## config.mk

```make
export PLATFORM = sky130hd
export DESIGN_NAME = mvrf_verdict
export DESIGN_NICKNAME = d
export VERILOG_FILES = /design/src/rtl/mvrf_pkg.sv /design/src/rtl/mvrf_verdict.sv
export SDC_FILE = /design/constraint.sdc
export NUM_CORES = 2
export LEC_CHECK = 0
export ABC_AREA = 1
export BUFFER_PORTS_ARGS = -buffer_cell sky130_fd_sc_hd__buf_2
export CORE_UTILIZATION = 39
export DETAILED_ROUTE_END_ITERATION = 16
export GPL_TIMING_DRIVEN = 0
export PLACE_DENSITY = 0.56
export SLEW_MARGIN = 20
export SYNTH_ARGS = -nofsm -noshare
export SYNTH_HDL_FRONTEND = slang
export SYNTH_SLANG_ARGS = --single-unit
```

## constraint.sdc

```tcl
create_clock -name clk -period 6.7 [get_ports clk]
set_input_delay 0.335 -clock clk [delete_from_list [all_inputs] [get_ports clk]]
set_output_delay 0.335 -clock clk [all_outputs]
set_load 0.02 [all_outputs]
```

## src/rtl/mvrf_pkg.sv

```systemverilog
// ----------------------------------------------------------------------------
// mvrf_pkg
// Shared types, codes and constants of the minor variant read filter.
// ----------------------------------------------------------------------------
package mvrf_pkg;

	// Default sizes handed to the top level parameters.
	localparam int REF_DEPTH_DEF  = 65536;
	localparam int COUNT_BITS_DEF = 24;

	// Fixed field widths of the request and result items.
	localparam int CNT_W    = 24;
	localparam int KEPT_W   = 25;
	localparam int POS_W    = 16;
	localparam int MASK_W   = 4;
	localparam int FLAG_W   = 17;
	localparam int CURSOR_W = 17;
	localparam int SAT_W    = 16;
	localparam int QUAL_W   = 7;
	localparam int BASE_W   = 8;
	localparam int SUP_W    = 17;
	localparam int VAR_W    = 20;
	localparam int RLEN_W   = 17;
	localparam int CFG_W    = 20;

	localparam logic [FLAG_W-1:0]   FLAG_MAX   = 17'd65536;
	localparam logic [CURSOR_W-1:0] CURSOR_MAX = 17'h1FFFF;
	localparam logic [SAT_W-1:0]    SAT_MAX    = 16'hFFFF;

	// Register reset values.
	localparam logic [SUP_W-1:0]  MIN_SUPPORT_RST = 17'd6554;
	localparam logic [VAR_W-1:0]  MIN_VARIANT_RST = 20'd13107;
	localparam logic [QUAL_W-1:0] MIN_QUALITY_RST = 7'd7;
	localparam logic [RLEN_W-1:0] REF_LENGTH_RST  = 17'd0;

	// Letters after case folding, and the fold mask.
	localparam logic [BASE_W-1:0] FOLD_MASK = 8'hDF;
	localparam logic [BASE_W-1:0] CHAR_A    = 8'h41;
	localparam logic [BASE_W-1:0] CHAR_C    = 8'h43;
	localparam logic [BASE_W-1:0] CHAR_G    = 8'h47;
	localparam logic [BASE_W-1:0] CHAR_T    = 8'h54;

	typedef enum logic [1:0] {
		KIND_PROFILE = 2'd0,
		KIND_START   = 2'd1,
		KIND_BASE    = 2'd2,
		KIND_END     = 2'd3
	} kind_t;

	typedef enum logic [1:0] {
		OP_MATCH = 2'd0,
		OP_INS   = 2'd1,
		OP_DEL   = 2'd2,
		OP_CLIP  = 2'd3
	} cigar_op_t;

	typedef enum logic [1:0] {
		CFG_MIN_SUPPORT = 2'd0,
		CFG_MIN_VARIANT = 2'd1,
		CFG_MIN_QUALITY = 2'd2,
		CFG_REF_LENGTH  = 2'd3
	} cfg_index_t;

	typedef enum logic [2:0] {
		ST_CLEAR,
		ST_IDLE,
		ST_PROF,
		ST_BASE,
		ST_VWAIT,
		ST_VOUT
	} state_t;

	// Status returned by the read verdict unit.
	typedef struct packed {
		logic done;
		logic keep;
	} vrd_status_t;

	function automatic logic [SAT_W-1:0] sat_inc16(input logic [SAT_W-1:0] v);
		return (v < SAT_MAX) ? v + 16'd1 : SAT_MAX;
	endfunction

endpackage

```

## src/rtl/mvrf_verdict.sv

```systemverilog
// ----------------------------------------------------------------------------
// mvrf_verdict
// Three stage cross-multiply compare that decides whether a read is kept.
// ----------------------------------------------------------------------------
module mvrf_verdict (
	input  logic                          clk,
	input  logic                          arst_n,
	input  logic                          start,
	input  logic [mvrf_pkg::SAT_W-1:0]    hits,
	input  logic [mvrf_pkg::SAT_W-1:0]    mapped,
	input  logic [mvrf_pkg::POS_W-1:0]    aligned_length,
	input  logic [mvrf_pkg::RLEN_W-1:0]   reference_length,
	input  logic [mvrf_pkg::VAR_W-1:0]    min_variant,
	output mvrf_pkg::vrd_status_t         status
);

	localparam int L1_W = mvrf_pkg::SAT_W + mvrf_pkg::RLEN_W;
	localparam int M1_W = mvrf_pkg::SAT_W + mvrf_pkg::POS_W;
	localparam int L2_W = L1_W + 16;
	localparam int R2_W = M1_W + mvrf_pkg::VAR_W;

	logic              v_s1, v_s2, v_s3;
	logic [L1_W-1:0]   lhs_s1;
	logic [M1_W-1:0]   ml_s1;
	logic [L2_W-1:0]   lhs_s2;
	logic [R2_W-1:0]   rhs_s2;
	logic              keep_s3;

	always_ff @(posedge clk or negedge arst_n) begin
		if (!arst_n) begin
			v_s1 <= 1'b0;
			v_s2 <= 1'b0;
			v_s3 <= 1'b0;
		end else begin
			v_s1 <= start;
			v_s2 <= v_s1;
			v_s3 <= v_s2;
		end
	end

	always_ff @(posedge clk) begin
		lhs_s1  <= L1_W'(hits) * L1_W'(reference_length);
		ml_s1   <= M1_W'(mapped) * M1_W'(aligned_length);
		lhs_s2  <= {lhs_s1, 16'h0000};
		rhs_s2  <= R2_W'(min_variant) * R2_W'(ml_s1);
		// The read is dropped when its weighted share exceeds the limit.
		keep_s3 <= !(R2_W'(lhs_s2) > rhs_s2);
	end

	assign status.done = v_s3;
	assign status.keep = keep_s3;

endmodule

```

==> results.tsv <==
stage	metric	value	unit
route	Pre-Repair DR Iteration Count	9	
yosys	Seq cells post-synth	154	
finish	nets	7387	
timing	TNS Setup	0	ns
run	Max Cap Viol	0	
timing	Hold Fails Final Rpt	0	
finish	ANT cells	0	
timing	Final setup viols	0	
grt	antenna violations before repair	0	
yosys	Seq/Total Area, Yosys	0.0694	
critical_path	crit path DAT	6.84	ns
critical_path	FF-to-FF setup slack	0.19	ns
route	via count	35500	
timing	Tmin final	6.53	ns
grt	met2 GRT Util	0.399	
finish	final cell count without fillers	7470	
yosys	number of synthesized flops with an enable pin	0	
placed_design	PortBufs	24	
timing	final worst path period share	0.975	
timing	Max Clk Rate	153	MHz
critical_path	startpoint types	input port	
clock_network	Num CTS Buffers	17	
yosys	Top FF cell, synth	dfxtp_1	
placed_design	Detailed Place HPWL	116000	um
floorplan	Initial Util	0.395	
floorplan	chip height	340	um
grt	first-pass GRT wire length	217000	um
hold_path	worst min path class	input port to async pin	
finish	fin area	47400	sq um
critical_path	FF-to-FF End	rhs_s2[40]	
timing	clk_skew	0.0131	ns
yosys	distinct cell type count of the synthesized netlist	35	
placed_design	pre-CTS WS	-0.380	ns
timing	PnR worst setup slack	0.169	ns
yosys	Post-Syn Area	44600	sq um
route	post-DR vias/cell	4.75	
finish	area growth from synthesis to layout	6.18	%
grt	pin count of the biggest net entering global routing	19	
yosys	Async SR Flop Fraction	0.0195	
yosys	post-synthesis cell count	5912	
grt	GR Util met3	0.0286	
clock_network	H-tree depth	4	
floorplan	DIE AREA	116000	sq um
finish	share of cells above drive strength 1	0.0295	
critical_path	WS Path Type	input port to register	
floorplan	row cnt	123	
critical_path	Register-to-Register Path Depth	22	
placed_design	placed instance area	46600	sq um
critical_path	Critical path destination	rhs_s2[40]	
clock_network	Worst-path clk slew	0.07	ns
route	per-cell routed wire length	18.2	um
clock_network	Longest Clk Path Bufs	2	
yosys	most instantiated cells after synthesis	inv_1, nand2_1, fa_1	
yosys	most frequent cell after synthesis	inv_1	
placed_design	# placed instances	7436	
outcome	run status	finished, final reports clean	
floorplan	Core ar.	113000	sq um
floorplan	Die Span X	340	um
route	number of remaining DRC errors	0	
clock_network	setup bufs post-CTS	0	
grt	GR peak layer	met2	
grt	GRT overflow	0	
yosys	yosys warns	0	
route	WL final	136000	um
grt	GR Util met1	0.331	
yosys	syn avg cell area	7.55	sq um
timing	Slew Viols, Final	0	
grt	vias in the first global route	38100	
timing	Max transition margin	0.244	
floorplan	num ports	90	
yosys	Synth top area share	0.421	
clock_network	TritonCTS clock tree	yes	
finish	# fillers	11900	
timing	Worst-Margin Slew	1.13	ns
critical_path	reg2reg start	ml_s1[18]	
yosys	cell taking the most area after synthesis	fa_1	
yosys	largest cells by area after synthesis	fa_1, inv_1, nand2_1, ha_1, dfxtp_1	
critical_path	worst endpoint required time	7.01	ns
critical_path	CP Launch Point	min_variant[7]	
placed_design	Placer Congestion	0.968	
grt	GRT Util Overall	0.244	
route	Initial DRC Count	2529	
clock_network	Root Driver	clkbuf_16	
clock_network	Worst-Skew Late Latency	0.44	ns
route	DRT antenna net count	0	
clock_network	clock sink count	154	
critical_path	CP Capture Type	register	
critical_path	worst-path maximum fanout	10	
yosys	Mapped Nets	7342	
==> cells by family after synthesis <==
| group | share of synthesized area |
|---|---|
| AND/OR/NAND/NOR | 0.185 |
| buffers and inverters | 0.171 |
| adder cells (fa/ha/maj) | 0.534 |
| AO/OA/AOI/OAI | 0.0252 |
| flip-flops | 0.0694 |
| XOR/XNOR | 0.0149 |
==> per-layer routing <==
metal	vias to the layer above	wire length, um
met5	-	0
met4	0	5420
met3	221	8730
met2	1104	62000
met1	17500	59400
li1	16700	-
==> metrics by stage <==
stage | hold slack (ns) | util
2_1_floorplan | 0.0394 | -
3_3_place_gp | 0.130 | 0.413
3_5_place_dp | 0.135 | 0.413
4_1_cts | 0.186 | 0.418
5_1_grt | 0.206 | 0.419
6_report | 0.215 | 0.419
==> layout by cell type, fill, tap and decap left out, types with 44 or more instances in the layout <==
cell         n
inv_1     1772
nand2_1   1742
fa_1       938
ha_1       404
clkbuf_1   184
nor2_1     163
dfxtp_1    151
a21oi_1    119
nand3_1     91
xor2_1      60
o21ai_0     44
==> cell type report <==
class / instances / area (sq um) / share of cell area
tap: 1500 / 1880 / 0.0396
clock inverter: 15 / 173 / 0.00364
buffer: 256 / 1100 / 0.0232
timing repair buffer: 26 / 140 / 0.00296
sequential: 154 / 3100 / 0.0654
multi-input combinational: 3725 / 33900 / 0.715
clock buffer: 17 / 425 / 0.00898
inverter: 1777 / 6670 / 0.141
==> flip-flops by register name, indices dropped and copies added, names as in the netlist <==
signal	flops
rhs_s2	52
ml_s1	32
v_s2	1
lhs_s2	33
v_s3	1
keep_s3	1
v_s1	1
lhs_s1	33
==> how the worst min path moves through the flow <==
stage | from | to | slack [ns] | cells after the start
after floorplan | arst_n | v_s1 | 0.04 | 0
after global placement | arst_n | v_s3 | 0.13 | 1
after detailed placement | arst_n | v_s1 | 0.13 | 1
after CTS | arst_n | v_s1 | 0.19 | 2
after global routing | arst_n | v_s1 | 0.21 | 2
final | arst_n | v_s1 | 0.22 | 2
==> critical path, cell delays in order <==
cell and delay (ns):
buf_2 0.17, clkbuf_1 0.70, nand2_1 0.16, fa_1 0.52, fa_1 0.54, fa_1 0.52, inv_1 0.05, fa_1 0.61
fa_1 0.45, fa_1 0.57, inv_1 0.10, fa_1 0.49, inv_1 0.05, ha_1 0.39, nand2_2 0.14, inv_1 0.05
a21oi_1 0.22, nand2_1 0.15, nand3b_1 0.26, nand2_1 0.15, nand2_1 0.07, nand2_1 0.06, nand2_1 0.07
==> repair_timing <==
action | 4_1_cts | 5_1_grt
gates resized for setup | 17 | 172
pin swaps | 0 | 0
endpoints found under the hold margin | 4 | 0
endpoints found under the setup margin | 29 | 35
hold buffers | 2 | 0
gates cloned | 0 | 0
Power is left out: the tool's default activity adds up to more than one toggle a clock period on the data nets, which glitch-free logic cannot reach.
