### src/rtl/mvrf_pkg.sv
// ----------------------------------------------------------------------------
// mvrf_pkg
// Shared types, codes and constants of the minor variant read filter.
// ----------------------------------------------------------------------------
package mvrf_pkg;

	// Default sizes handed to the top level parameters.
	localparam int REF_DEPTH_DEF  = 65536;
	localparam int COUNT_BITS_DEF = 24;

	// Fixed field widths of the request and result items.
	localparam int CNT_W    = 24;
	localparam int KEPT_W   = 25;
	localparam int POS_W    = 16;
	localparam int MASK_W   = 4;
	localparam int FLAG_W   = 17;
	localparam int CURSOR_W = 17;
	localparam int SAT_W    = 16;
	localparam int QUAL_W   = 7;
	localparam int BASE_W   = 8;
	localparam int SUP_W    = 17;
	localparam int VAR_W    = 20;
	localparam int RLEN_W   = 17;
	localparam int CFG_W    = 20;

	localparam logic [FLAG_W-1:0]   FLAG_MAX   = 17'd65536;
	localparam logic [CURSOR_W-1:0] CURSOR_MAX = 17'h1FFFF;
	localparam logic [SAT_W-1:0]    SAT_MAX    = 16'hFFFF;

	// Register reset values.
	localparam logic [SUP_W-1:0]  MIN_SUPPORT_RST = 17'd6554;
	localparam logic [VAR_W-1:0]  MIN_VARIANT_RST = 20'd13107;
	localparam logic [QUAL_W-1:0] MIN_QUALITY_RST = 7'd7;
	localparam logic [RLEN_W-1:0] REF_LENGTH_RST  = 17'd0;

	// Letters after case folding, and the fold mask.
	localparam logic [BASE_W-1:0] FOLD_MASK = 8'hDF;
	localparam logic [BASE_W-1:0] CHAR_A    = 8'h41;
	localparam logic [BASE_W-1:0] CHAR_C    = 8'h43;
	localparam logic [BASE_W-1:0] CHAR_G    = 8'h47;
	localparam logic [BASE_W-1:0] CHAR_T    = 8'h54;

	typedef enum logic [1:0] {
		KIND_PROFILE = 2'd0,
		KIND_START   = 2'd1,
		KIND_BASE    = 2'd2,
		KIND_END     = 2'd3
	} kind_t;

	typedef enum logic [1:0] {
		OP_MATCH = 2'd0,
		OP_INS   = 2'd1,
		OP_DEL   = 2'd2,
		OP_CLIP  = 2'd3
	} cigar_op_t;

	typedef enum logic [1:0] {
		CFG_MIN_SUPPORT = 2'd0,
		CFG_MIN_VARIANT = 2'd1,
		CFG_MIN_QUALITY = 2'd2,
		CFG_REF_LENGTH  = 2'd3
	} cfg_index_t;

	typedef enum logic [2:0] {
		ST_CLEAR,
		ST_IDLE,
		ST_PROF,
		ST_BASE,
		ST_VWAIT,
		ST_VOUT
	} state_t;

	// Status returned by the read verdict unit.
	typedef struct packed {
		logic done;
		logic keep;
	} vrd_status_t;

	function automatic logic [SAT_W-1:0] sat_inc16(input logic [SAT_W-1:0] v);
		return (v < SAT_MAX) ? v + 16'd1 : SAT_MAX;
	endfunction

endpackage

### src/rtl/mvrf_mask.sv
// ----------------------------------------------------------------------------
// mvrf_mask
// Builds the minor variant mask of one profile position in two steps:
// the support threshold product is registered, then the counts are compared.
// ----------------------------------------------------------------------------
module mvrf_mask #(
	parameter int COUNT_BITS = mvrf_pkg::COUNT_BITS_DEF
) (
	input  logic                               clk,
	input  logic                               load,
	input  logic [mvrf_pkg::CNT_W-1:0]         count_a,
	input  logic [mvrf_pkg::CNT_W-1:0]         count_c,
	input  logic [mvrf_pkg::CNT_W-1:0]         count_g,
	input  logic [mvrf_pkg::CNT_W-1:0]         count_t,
	input  logic signed [mvrf_pkg::KEPT_W-1:0] kept_count,
	input  logic [mvrf_pkg::SUP_W-1:0]         min_support,
	output logic [mvrf_pkg::MASK_W-1:0]        mask
);

	localparam int CB     = (COUNT_BITS < mvrf_pkg::CNT_W) ? COUNT_BITS : mvrf_pkg::CNT_W;
	localparam int PROD_W = mvrf_pkg::SUP_W + mvrf_pkg::CNT_W;
	localparam logic [mvrf_pkg::CNT_W-1:0] CNT_MASK =
		mvrf_pkg::CNT_W'((64'd1 << CB) - 64'd1);

	logic [mvrf_pkg::CNT_W-1:0] cnt_s1 [mvrf_pkg::MASK_W];
	logic                       none_s1;
	logic [PROD_W-1:0]          prod_s1;
	logic [mvrf_pkg::CNT_W-1:0] best;

	always_ff @(posedge clk) begin
		if (load) begin
			cnt_s1[0] <= count_a & CNT_MASK;
			cnt_s1[1] <= count_c & CNT_MASK;
			cnt_s1[2] <= count_g & CNT_MASK;
			cnt_s1[3] <= count_t & CNT_MASK;
			// A negative or zero kept count means no coverage.
			none_s1   <= kept_count[mvrf_pkg::KEPT_W-1] || (kept_count == '0);
			prod_s1   <= PROD_W'(min_support) * PROD_W'(kept_count[mvrf_pkg::CNT_W-1:0]);
		end
	end

	always_comb begin
		best = cnt_s1[0];
		for (int i = 1; i < mvrf_pkg::MASK_W; i++) begin
			if (cnt_s1[i] > best) begin
				best = cnt_s1[i];
			end
		end
		for (int i = 0; i < mvrf_pkg::MASK_W; i++) begin
			mask[i] = !none_s1 && (cnt_s1[i] < best) &&
			          (PROD_W'({cnt_s1[i], 16'h0000}) >= prod_s1);
		end
	end

endmodule

### config.mk
export PLATFORM = sky130hd
export DESIGN_NAME = mvrf_mask
export DESIGN_NICKNAME = d
export VERILOG_FILES = /design/src/rtl/mvrf_pkg.sv /design/src/rtl/mvrf_mask.sv
export SDC_FILE = /design/constraint.sdc
export NUM_CORES = 1
export LEC_CHECK = 0
export BUFFER_PORTS_ARGS = -buffer_cell sky130_fd_sc_hd__clkbuf_2
export CAP_MARGIN = 10
export CORE_MARGIN = 5
export CORE_UTILIZATION = 40
export CTS_BUF_LIST = sky130_fd_sc_hd__clkbuf_8 sky130_fd_sc_hd__clkbuf_16
export DETAILED_ROUTE_END_ITERATION = 10
export PLACE_DENSITY_LB_ADDON = 0.25
export SETUP_SLACK_MARGIN = 0.2
export SYNTH_ARGS = -nofsm -noshare
export SYNTH_HDL_FRONTEND = slang
export SYNTH_SLANG_ARGS = --single-unit
export TNS_END_PERCENT = 1
### constraint.sdc
create_clock -name clk -period 22.3 [get_ports clk]
set_input_delay 4.46 -clock clk [delete_from_list [all_inputs] [get_ports clk]]
set_output_delay 4.46 -clock clk [all_outputs]
set_load 0.03 [all_outputs]
==> results.toml, run 1 <==
[outcome]
status = "completed"

[die]
die_h_um = 253
core-area_mm2 = 0.0587
io_pins = 144
initial_core_util_pct = 40.1
rows = 89
die-area_mm2 = 0.0638
die_w_um = 253

[power_and_ir_drop]
power_density_mw_per_mm2 = 171
comb_power_share_pct = 81.1
p_sw_share_pct = 52.2
peakVddDrop_mv = 0.272
switching_power_w = 0.00229
power_w = 0.00437
p_leak_nw = 12.7
internal_power_w = 0.00209
pwr-share-clk_pct = 6.7
p_seq_share_pct = 12.2

[global_routing]
grtUsageTotal_pct = 22.4
antenna_found_initial = 0
grt_max_degree = 76
grt_pass1_vias = 19400
grt_pass1_wl_um = 111000
overflow = 0

[synthesis]
syn-num-nets = 3308
ys_ff_latch = 138
synthCells = 2475
synth_edf_count = 138
synthesis.area_mm2 = 0.0235
async_flop_share_pct = 0
synth_warnings = 0
synth.yosys.seq_area_share_pct = 17.6
ys_types = 70
synth_area_leaders = "fa_1 28%, ha_1 19%, edfxtp_1 18%"
synth_top_cell_by_area = "fa_1"
avgSynthCellArea_um2 = 9.51
yosysTopAreaCellShare_pct = 28.0
synth_top_flop_cell = "edfxtp_1"

[cts]
cts_max_level = 4
cts_root_buf = "clkbuf_16"
cts_buffer_depth = 2
clk_pin_slew_worst_paths_ns = 0.07
cts_tree = "built"
postCtsSetupRepairBufs = 0
cts_made_buffers = 17
cts.repair.resized = 0
hold_buffers = 0
clock_sink_count = 138

[finish]
drive_above_1_share_pct = 8.12
multi_input_area_mm2 = 0.0175
fillers = 5655
ff_latch_area_mm2 = 0.00414
syn_to_final_growth_pct = 8.34
final_cell_count_no_fill = 3336
insertedDiodeCount = 0
layout.nets = 3383

[route]
wl_per_cell_um = 21.2
wl_um = 70800
final_antenna_net_count = 0
vias = 18200
vias_per_cell = 5.46
drc = 0
drt-initial-drc-count = 1146
drt_pass1_iterations = 6

[sta]
fmax_mhz = 61.9
finalCriticalPeriod_ns = 16.15
worst_slew_pin_slew_ns = 1.11
maxSlewHeadroom_pct = 25.7
finalSetupTns_ns = 0
fin_crit_sh_pct = 72.4
setup_viol_count_final = 0
maxSlewViolCount = 0
hold_viol_final = 0
setup_slack_ns = 6.15
rsz0062_at_grt = "no"

[placed_design]
numPortBuffers = 143
post-dp-hpwl_um = 56500
place_ws_ns = 6.77
dp_cells = 3304
place_congestion = 0.921

[critical_path]
cp_common_cell = "ha_1"
worst_setup_path_end_kind = "primary output"
crit_slowest_cell = "a21oi_4"
slowest_delay_ns = 0.91
crit_path_max_fanout = 47
worst_setup_path_start_kind = "register"
path_class = "register to primary output"
worstPathArrival_ns = 11.69
cp.required_ns = 17.84

[min_path]
whs_path_depth = 1
hp-class = "input port to register"

[run]
maxCapViolCount = 0
-- sequential cells by signal, indices dropped and copies added (netlist names) --
register and count:
cnt_s1 96, prod_s1 41, none_s1 1
-- routing by layer --
layer | GRT usage, % | routed length (um) | vias to the layer above
met5 | 0 | 0 | -
met1 | 29.5 | 30500 | 9125
met2 | 37.2 | 33400 | 639
met3 | 3.27 | 4220 | 145
met4 | 9.09 | 2780 | 0
li1 | - | - | 8317
-- worst max-delay path: cells and delay by family (launching register included) --
| kind | cells | cell delay, ns |
|---|---|---|
| AOI/OAI and AO/OA | 18 | 4.88 |
| and+or+nand+nor | 13 | 3.29 |
| adders and majority gates | 4 | 1.32 |
| buffers and inverters | 4 | 0.95 |
| DFF | 1 | 0.43 |
| muxes | 1 | 0.29 |
-- cell usage in the layout, fill, tap and decap left out, types with 76 or more instances in the layout --
master	instances
clkbuf_2	142
nand2_1	342
edfxtp_1	138
inv_1	413
and2_1	127
o21ai_0	76
a21oi_1	107
nor2_1	79
fa_1	329
ha_1	364
-- synth_stat cells (25+ instances only) --
master    number
inv_1        413
edfxtp_1     138
nand2_1      342
o21ai_0       76
nand4_1       51
mux2i_1       25
a21o_1        73
and2_1       127
a21oi_1      107
nor2_1        79
ha_1         364
xnor2_1       32
fa_1         329
clkbuf_1      85
-- power groups by stage --
stage	clock network [W]	logic, W	registers (W)
after floorplan	0	0.00252	0.000518
after global placement	0	0.00349	0.000541
after detailed placement	0	0.00355	0.000541
after CTS	0.000299	0.00357	0.000536
after global routing	0.000308	0.00401	0.000540
final	0.000292	0.00355	0.000536
-- stage by stage --
| step | utilization (%) | cell area (um^2) | hold slack, ns |
|---|---|---|---|
| floorplan | - | 23500 | 4.56 |
| global placement | 42.5 | 24900 | 4.64 |
| detailed placement | 42.5 | 24900 | 4.64 |
| CTS | 43.5 | 25500 | 4.16 |
| global route | 43.5 | 25500 | 4.17 |
| finish | 43.5 | 25500 | 4.18 |
-- cells by family (layout without fill, tap and decap cells) --
logic type,Yosys count,after routing,synth area share [%]
AOI/OAI and AO/OA,352,352,9.63
xor gates and xnor gates,39,39,1.45
adders and majority gates,698,698,47.5
buffers and inverters,504,592,8.05
DFF,138,138,17.6
muxes,30,30,1.31
and+or+nand+nor,714,714,14.4
-- path summary, 6_finish.rpt --
| check | from | end | slack (ns) |
|---|---|---|---|
| worst max-delay path | cnt_s1[0][22] | mask[2] | 6.15 |
| worst min-delay path | count_g[14] | cnt_s1[2][14] | 4.18 |
-- area by class of cell --
cell class / count / area share, %
repair buffers: 146 / 2.92
clock buffers: 17 / 1.67
well taps: 773 / 3.79
clock inverters: 15 / 0.652
flip-flops and latches: 138 / 16.2
multi-input cells: 1833 / 68.6
inverters: 414 / 6.09
Note: power is estimated with default switching activity, not from simulation.
==> run 2: changes to the inputs <==
Clock period 22.3 ns to 16.8 ns, I/O delays scaled along.
==> run 2 against run 1 <==
  * Via count down 0.30%
  * Worst setup slack worse by 4.4 ns
  * Critical path depth down 2
  * Sequential power up 32%
  * Clock-buffer cell count unchanged
  * Utilization up 0.094 points
  * Non-clock buffer count unchanged
  * Combinational power up 32%
  * Routed wire length down 1.2%
  * First-iteration DRC count down 6.5%
  * Cell count about the same
==> results.toml, run 2 (same netlist as run 1, synthesis figures left out) <==
[die]
rows = 89
die-area_mm2 = 0.0638
io_pins = 144
initial_core_util_pct = 40.1
die_h_um = 253
core-area_mm2 = 0.0587
die_w_um = 253

[power_and_ir_drop]
comb_power_share_pct = 80.5
switching_power_w = 0.00301
peakVddDrop_mv = 0.258
power_density_mw_per_mm2 = 228
p_leak_nw = 12.7
p_seq_share_pct = 12.2
p_sw_share_pct = 51.6
internal_power_w = 0.00282
pwr-share-clk_pct = 7.3

[global_routing]
grtUsageTotal_pct = 22.1
grt_max_degree = 88
grt_pass1_wl_um = 109000
antenna_found_initial = 0
gr-usage-met2_pct = 37.8
overflow = 0
grt_pass1_vias = 19600
grt_util_met1_pct = 29.2
grt-busiest-layer = "met2"
grt_util_met3_pct = 2.01

[sta]
rsz0062_at_grt = "no"
setup_slack_ns = 1.73
fmax_mhz = 66.4
fin_crit_sh_pct = 89.7
setup_viol_count_final = 0
maxSlewViolCount = 0
hold_viol_final = 0
finalCriticalPeriod_ns = 15.07
worst_slew_pin_slew_ns = 1.10
maxSlewHeadroom_pct = 26.7
finalSetupTns_ns = 0
hold_slack_ns = 3.07

[critical_path]
crit_slowest_cell = "a21oi_4"
cp_common_cell = "ha_1"
crit_path_max_fanout = 47
worstPathArrival_ns = 11.71
worst_setup_path_start_kind = "register"
path_class = "register to primary output"
worst_setup_path_end_kind = "primary output"
slowest_delay_ns = 0.90
cp.required_ns = 13.44

[route]
final_antenna_net_count = 0
drt-initial-drc-count = 1072
drt_pass1_iterations = 5
wl_um = 70000
vias_per_cell = 5.45
drc = 0
wl_per_cell_um = 21.0
vias = 18200

[cts]
clk_pin_slew_worst_paths_ns = 0.07
clock_sink_count = 138
cts.repair.resized = 0
cts_made_buffers = 17
cts_buffer_depth = 2
cts_max_level = 4
cts_root_buf = "clkbuf_16"
cts_tree = "built"
hold_buffers = 0
postCtsSetupRepairBufs = 0

[finish]
layout.nets = 3383
top_register = "cnt_s1"
fillers = 5658
drive_above_1_share_pct = 8.12
largest_reg_flops = 96
final_util_pct = 43.6
insertedDiodeCount = 0
final_cell_mix = "413 x inv_1, 364 x ha_1, 342 x nand2_1"
reg.largest.list = "cnt_s1 (96), prod_s1 (41), none_s1 (1)"
syn_to_final_growth_pct = 8.57
layout_commonest_cell = "inv_1"

[run]
maxCapViolCount = 0

[min_path]
hp-class = "input port to register"

[outcome]
status = "completed"

[placed_design]
post-dp-hpwl_um = 55700
numPortBuffers = 143
place_congestion = 0.921
place_ws_ns = 2.34
## run 2: changes by cell type in the layout (fill, tap and decap cells not counted), sizes merged
cell      previous run  this run
clkinvlp             4         3
inv                419       416
bufinv               2         5
## run 2: stage by stage
stage	total power (W)	instances	cell area, um^2
after floorplan	0.00403	2475	23500
after global placement	0.00536	3304	24900
after detailed placement	0.00540	3304	24900
after CTS	0.00587	3335	25600
after global routing	0.00646	3335	25600
final	0.00582	3335	25600
## run 2: worst paths after layout
path | startpoint | end | slack (ns) | cells after the start
hold / removal | count_t[12] | cnt_s1[3][12] | 3.07 | 1
setup / recovery | cnt_s1[1][22] | mask[0] | 1.73 | 38
## run 2: layout make-up
class                           instances  area (um^2)  area share [%]
Tap cell                              773          967            3.78
Multi-Input combinational cell       1833        17500            68.5
Timing Repair Buffer                  146          744            2.91
Inverter                              414         1550            6.08
Clock inverter                         14          221           0.866
Clock buffer                           17          425            1.66
Sequential cell                       138         4140            16.2
## run 2: critical path: cells and delay by family, from the launching register on
| family | cells | cell delay (ns) |
|---|---|---|
| muxes | 1 | 0.29 |
| DFF | 1 | 0.48 |
| adders and majority gates | 4 | 1.25 |
| buffers and inverters | 3 | 0.76 |
| and+or+nand+nor | 13 | 3.17 |
| AOI/OAI and AO/OA | 17 | 5.22 |
## run 2: layer usage
layer	wire length [um]	share of wire [%]	vias to the layer above
li1	-	-	8319
met1	30300	43	9119
met2	33600	48	596
met3	3580	5.1	137
met4	2500	3.6	0
met5	0	0	-
## run 2: power by group through the flow
stage	logic, W	registers [W]	clock network [W]
6_report	0.00469	0.000710	0.000423
5_1_grt	0.00530	0.000716	0.000445
4_1_cts	0.00472	0.000710	0.000432
3_5_place_dp	0.00469	0.000717	0
3_3_place_gp	0.00464	0.000716	0
2_1_floorplan	0.00334	0.000688	0
